===== src/hw/rtl/nearest_circle_tangent_placer_macros.svh =====
// Assertion macros for the circle placer.
`ifndef NEAREST_CIRCLE_TANGENT_PLACER_MACROS_SVH
`define NEAREST_CIRCLE_TANGENT_PLACER_MACROS_SVH
`ifndef NO_ASSERTIONS
`define NCP_ASSERT_IMP(label, clk, rst, ante, cons, msg) \
  label: assert property (@(posedge clk) disable iff (rst) (ante) |-> (cons)) else $error(msg);
`define NCP_ASSERT_NXT(label, clk, rst, ante, cons, msg) \
  label: assert property (@(posedge clk) disable iff (rst) (ante) |=> (cons)) else $error(msg);
`else
`define NCP_ASSERT_IMP(label, clk, rst, ante, cons, msg)
`define NCP_ASSERT_NXT(label, clk, rst, ante, cons, msg)
`endif
`endif


===== src/hw/rtl/ncp_pkg.sv =====
package ncp_pkg;

  localparam int CAPACITY  = 1024;
  localparam int ADDR_W    = $clog2(CAPACITY);
  localparam int CNT_W     = ADDR_W + 1;
  localparam int FRAC_BITS = 4;

  localparam int POS_W    = 20;
  localparam int PIX_W    = 12;
  localparam int RAD_W    = 8;
  localparam int IDX_W    = 10;
  localparam int COUNT_W  = 11;
  localparam int STATUS_W = 2;
  localparam int CFG_IDX_W = 1;
  localparam int CFG_DAT_W = 11;

  localparam int PX_W  = PIX_W + FRAC_BITS;
  localparam int LEN_W = RAD_W + 1 + FRAC_BITS;
  localparam int AD_W  = (((POS_W - 1) > PX_W) ? (POS_W - 1) : PX_W) + 1;
  localparam int DX_W  = AD_W + 1;
  localparam int D2_W  = 2 * AD_W + 1;
  localparam int D2H_W = (D2_W + 1) / 2;
  localparam int Q_W   = LEN_W + 1;
  localparam int Q2_W  = 2 * Q_W;
  localparam int P_W   = LEN_W + AD_W + 1;
  localparam int PH_W  = (P_W + 1) / 2;
  localparam int MA_W  = Q2_W;
  localparam int MB_T  = (D2H_W > AD_W) ? D2H_W : AD_W;
  localparam int MB_W  = (MB_T > PH_W) ? MB_T : PH_W;
  localparam int MP_W  = MA_W + MB_W;
  localparam int CW    = Q2_W + D2_W;
  localparam int BIT_W = $clog2(LEN_W);

  localparam logic signed [POS_W+1:0] POS_MAX = (POS_W+2)'(2**(POS_W-1) - 1);
  localparam logic signed [POS_W+1:0] POS_MIN = -(POS_W+2)'(2**(POS_W-1));

  typedef enum logic [STATUS_W-1:0] {
    ST_STORED = 2'd0,
    ST_FULL   = 2'd1,
    ST_ORDER  = 2'd2
  } status_t;

  localparam logic KIND_SEED = 1'b0;
  localparam logic KIND_GROW = 1'b1;

  localparam logic [CFG_IDX_W-1:0] CFG_SEED_RADIUS = 1'b0;
  localparam logic [CFG_IDX_W-1:0] CFG_MAX_CIRCLES = 1'b1;

  typedef struct packed {
    logic signed [POS_W-1:0] cx;
    logic signed [POS_W-1:0] cy;
    logic [RAD_W-1:0]        r;
  } entry_t;

  typedef struct packed {
    status_t                 status;
    logic signed [POS_W-1:0] x;
    logic signed [POS_W-1:0] y;
    logic [RAD_W-1:0]        r;
    logic [IDX_W-1:0]        nb;
    logic [COUNT_W-1:0]      count;
  } result_t;

  function automatic logic signed [POS_W-1:0] sat_pos(input logic signed [POS_W+1:0] v);
    if (v > POS_MAX) begin
      return POS_MAX[POS_W-1:0];
    end else if (v < POS_MIN) begin
      return POS_MIN[POS_W-1:0];
    end
    return v[POS_W-1:0];
  endfunction

endpackage


===== src/hw/rtl/ncp_mul2.sv =====
// two-lane shared multiplier, registered products
module ncp_mul2 import ncp_pkg::*; (
  input  logic            clk,
  input  logic [MA_W-1:0] a0,
  input  logic [MB_W-1:0] b0,
  input  logic [MA_W-1:0] a1,
  input  logic [MB_W-1:0] b1,
  output logic [MP_W-1:0] p0,
  output logic [MP_W-1:0] p1
);

  always_ff @(posedge clk) begin
    p0 <= MP_W'(a0) * MP_W'(b0);
    p1 <= MP_W'(a1) * MP_W'(b1);
  end

endmodule


===== config.mk =====
export PLATFORM = sky130hd
export DESIGN_NAME = ncp_mul2
export DESIGN_NICKNAME = d
export VERILOG_FILES = /design/src/hw/rtl/nearest_circle_tangent_placer_macros.svh /design/src/hw/rtl/ncp_pkg.sv /design/src/hw/rtl/ncp_mul2.sv
export SDC_FILE = /design/constraint.sdc
export NUM_CORES = 2
export LEC_CHECK = 0
export BUFFER_PORTS_ARGS = -buffer_cell sky130_fd_sc_hd__buf_2
export CAP_MARGIN = 20
export CELL_PAD_IN_SITES_DETAIL_PLACEMENT = 1
export CELL_PAD_IN_SITES_GLOBAL_PLACEMENT = 1
export CORE_UTILIZATION = 55
export DETAILED_ROUTE_END_ITERATION = 8
export GPL_ROUTABILITY_DRIVEN = 1
export PLACE_DENSITY_LB_ADDON = 0.1
export SLEW_MARGIN = 20
export SYNTH_ARGS = -nofsm -noshare
export SYNTH_HDL_FRONTEND = slang
export SYNTH_SLANG_ARGS = --single-unit

===== constraint.sdc =====
create_clock -name clk -period 9.82 [get_ports clk]
set_input_delay 0.491 -clock clk [delete_from_list [all_inputs] [get_ports clk]]
set_output_delay 0.491 -clock clk [all_outputs]
set_load 0.005 [all_outputs]

==> metrics list <==
* Outcome: completed
- Counting instances, the worst hold path has a depth of 2.
* 1st-pass router iterations: 7
- Counting every sink on the clock net gives 98.
* Synth unique cells: 62
- DRC violation count after routing: 0
- Starting Density: 55.5%
- The worst hold path belongs to the class in -> reg.
- Worst setup EP type: flop
* Share of final-layout standard cells stronger than drive strength 1: 5.01%
- Count of buffers from port buffering: 196
- In the routed layout, each cell is associated on average with a via count of 5.50.
- The detailed router finished its first iteration with 1376 violations.
- The floorplan has 99 rows.
* Pin count of the biggest net entering global routing: 29
* Cell chosen for the clock root: sky130_fd_sc_hd__clkbuf_16
- The final layout contains 5867 nets.
- Post-synthesis cell count: 4498
- Cell types occupying the most area after synthesis: sky130_fd_sc_hd__fa_1 (49%), sky130_fd_sc_hd__and2_1 (10%), sky130_fd_sc_hd__ha_1 (9.8%), sky130_fd_sc_hd__inv_1 (9.8%), sky130_fd_sc_hd__nand2_1 (5.6%)
* Endpoint with the worst hold slack: p1[0]
- sky130_fd_sc_hd__fa_1 takes more of the synthesized area than any other cell.
* Cell with the most instances after synthesis: sky130_fd_sc_hd__inv_1
* Clock-pin slew on the worst setup and hold paths: 0.10 ns
- Number of hold-repair buffers added at the cts stage: 0
- Critical path start-end classification: in -> reg
- Post-DP HPWL: 93500 um
- Sequential element share of the synthesized area: 4.85%
* Worst slew pin tran: 0.862 ns
- Final period demand of the worst path: 7.28 ns
* Vias in the first global route: 34700
- Flip-flop and latch count after synthesis: 98
* Layout area overhead: 4.02%
- The floorplan step set the die width to 273 um.
- Grouping stages by cell kind, the critical path spends the most delay in adder cells.
- Setup violations remaining at the end of the flow were counted as 0.
* Aggregate global-route resource usage: 31.6%
* Via count: 29900
- Along the worst path, the maximum fanout reaches 28.
- In this run the vertical extent of the chip is 273 um.
- The clock passes through at most 2 buffers.
- At the end of routability-driven placement, the weighted congestion stood at 0.874.
- List of most frequent post-synthesis cells: sky130_fd_sc_hd__inv_1 (1058), sky130_fd_sc_hd__fa_1 (982), sky130_fd_sc_hd__and2_1 (655)
* Number of buffers inserted by post-CTS setup repair: 0
- After routing, the total negative slack on setup checks comes to 0 ns.
- In this run, post-CTS repair resized a total of 0 instances.
- Max-cap violations in this run came to 0.
- TritonCTS created 9 clock buffers.
- Area of the die: 74600 sq um
- Number of antenna violations at the first check in global routing: 7
* Post-route fraction of the period consumed by the critical path: 74.2%
* TritonCTS clock tree: done
- The number of buffers and inverters on the critical path is 7.
* Antenna violation net count after detailed routing: 0
- Dividing the detail-routed wire length by the instance count gives 20.7 um.
* Worst min-delay path startpoint: a1[0]
- The region available for standard cell placement spans 72800 sq um.
* Net Count, Synth: 5897
- After synthesis, the share of flip-flops with an asynchronous set or reset is 0%.
* Max stage delay on crit path: 0.73 ns
* Data required time of the worst path: 10.14 ns
* Global-route wire length before repair: 182000 um
- Yosys warning total: 0
* Area share of the largest cell type after synthesis: 48.6%
- The worst setup path is launched from an input pin.
- The number of failing hold endpoints at the final stage is 0.
* Total Wirelength: 113000 um
* Deepest level of the CTS H-tree: 3
- Derived from the worst setup path, the maximum achievable clock frequency is 137 MHz.
* Total overflow reported by the global router: 0
- RSZ-0062 raised after global routing: false
* Final Max Slew Viols: 0
- Headroom to the max-slew limit came out at 42.1%.
- Number of top-level design ports: 197
* Critical path's most frequent cell: sky130_fd_sc_hd__fa_1
- Arrival time of data at the critical path endpoint: 7.61 ns
* Mapped cell area: 40400 sq um
- Number of flops mapped to enable cells by yosys: 0
- Synthesized area divided by synthesized cell count: 8.99 sq um
- In the synthesized netlist the dominant register cell turns out to be sky130_fd_sc_hd__dfxtp_1.
- The slowest stage of the critical path is the sky130_fd_sc_hd__a311oi_1 cell.
==> stage by stage <==
stage	instances	utilization [%]	area [sq um]	hold slack, ns	setup slack, ns
after floorplan	4498	-	40400	0.613	3.00
after global placement	5416	57.3	41700	0.867	2.43
after detailed placement	5416	57.3	41700	0.868	2.24
after CTS	5432	57.7	42000	0.563	2.63
after global routing	5433	57.7	42000	0.585	2.17
final	5433	57.7	42000	0.577	2.54
==> per-layer routing <==
layer  up-vias  wire [um]  part of all wire (%)  track usage (%)
met4         8       4340                   3.9             11.8
li1      13000          -                     -                -
met3       236       4660                   4.1             3.62
met2       744      59700                    53             57.2
met5         -         41                 0.036                0
met1     15900      43900                    39             38.6
==> how the worst max path moves through the flow <==
stage | to | start | depth (start not counted)
after floorplan | p0[37] | b0[5] | 25
after global placement | p1[37] | b1[4] | 25
after detailed placement | p1[37] | b1[3] | 25
after CTS | p1[37] | b1[3] | 25
after global routing | p1[37] | b1[3] | 25
final | p1[37] | b1[5] | 25
==> area by class of cell <==
type                       instances  area (sq um)
clock buffer                       9           225
clock inverter                     7           108
sequential                        98          1960
inverter                        1058          3970
timing repair buffer             196           981
antenna                            1          2.50
tap                              959          1200
fill                            8567         30800
multi-input combinational       3105         33600
==> flip-flops by register name, indices dropped and copies added (netlist names) <==
name  count
p1       49
p0       49
==> layout by cell type (no fill, tap or decap), drive strengths merged, types with 11 or more instances in the layout <==
master	synthesis	routed
nand2	601	601
a21o	59	59
dfxtp	98	98
o21ai	49	49
xnor2	60	60
a21oi	96	96
and2	655	655
nor3	13	13
inv	1058	1061
o21bai	18	18
nand4	22	22
o21a	14	14
fa	982	982
nor2	58	58
xor2	28	28
nand3	24	24
buf	3	196
ha	318	318
and3	11	11
==> cell families after synthesis <==
kind of cell,after synthesis,synth area share [%]
flip-flops,98,4.85
multiplexers,2,0.0495
XOR/XNOR,88,1.91
AO/OA/AOI/OAI,298,4.89
buffers and inverters,1295,12.0
adder cells (fa/ha/maj),1300,58.5
AND/OR/NAND/NOR,1417,17.8
Power is left out: the tool's default activity adds up to more than one toggle a clock period on the data nets, which glitch-free logic cannot reach.
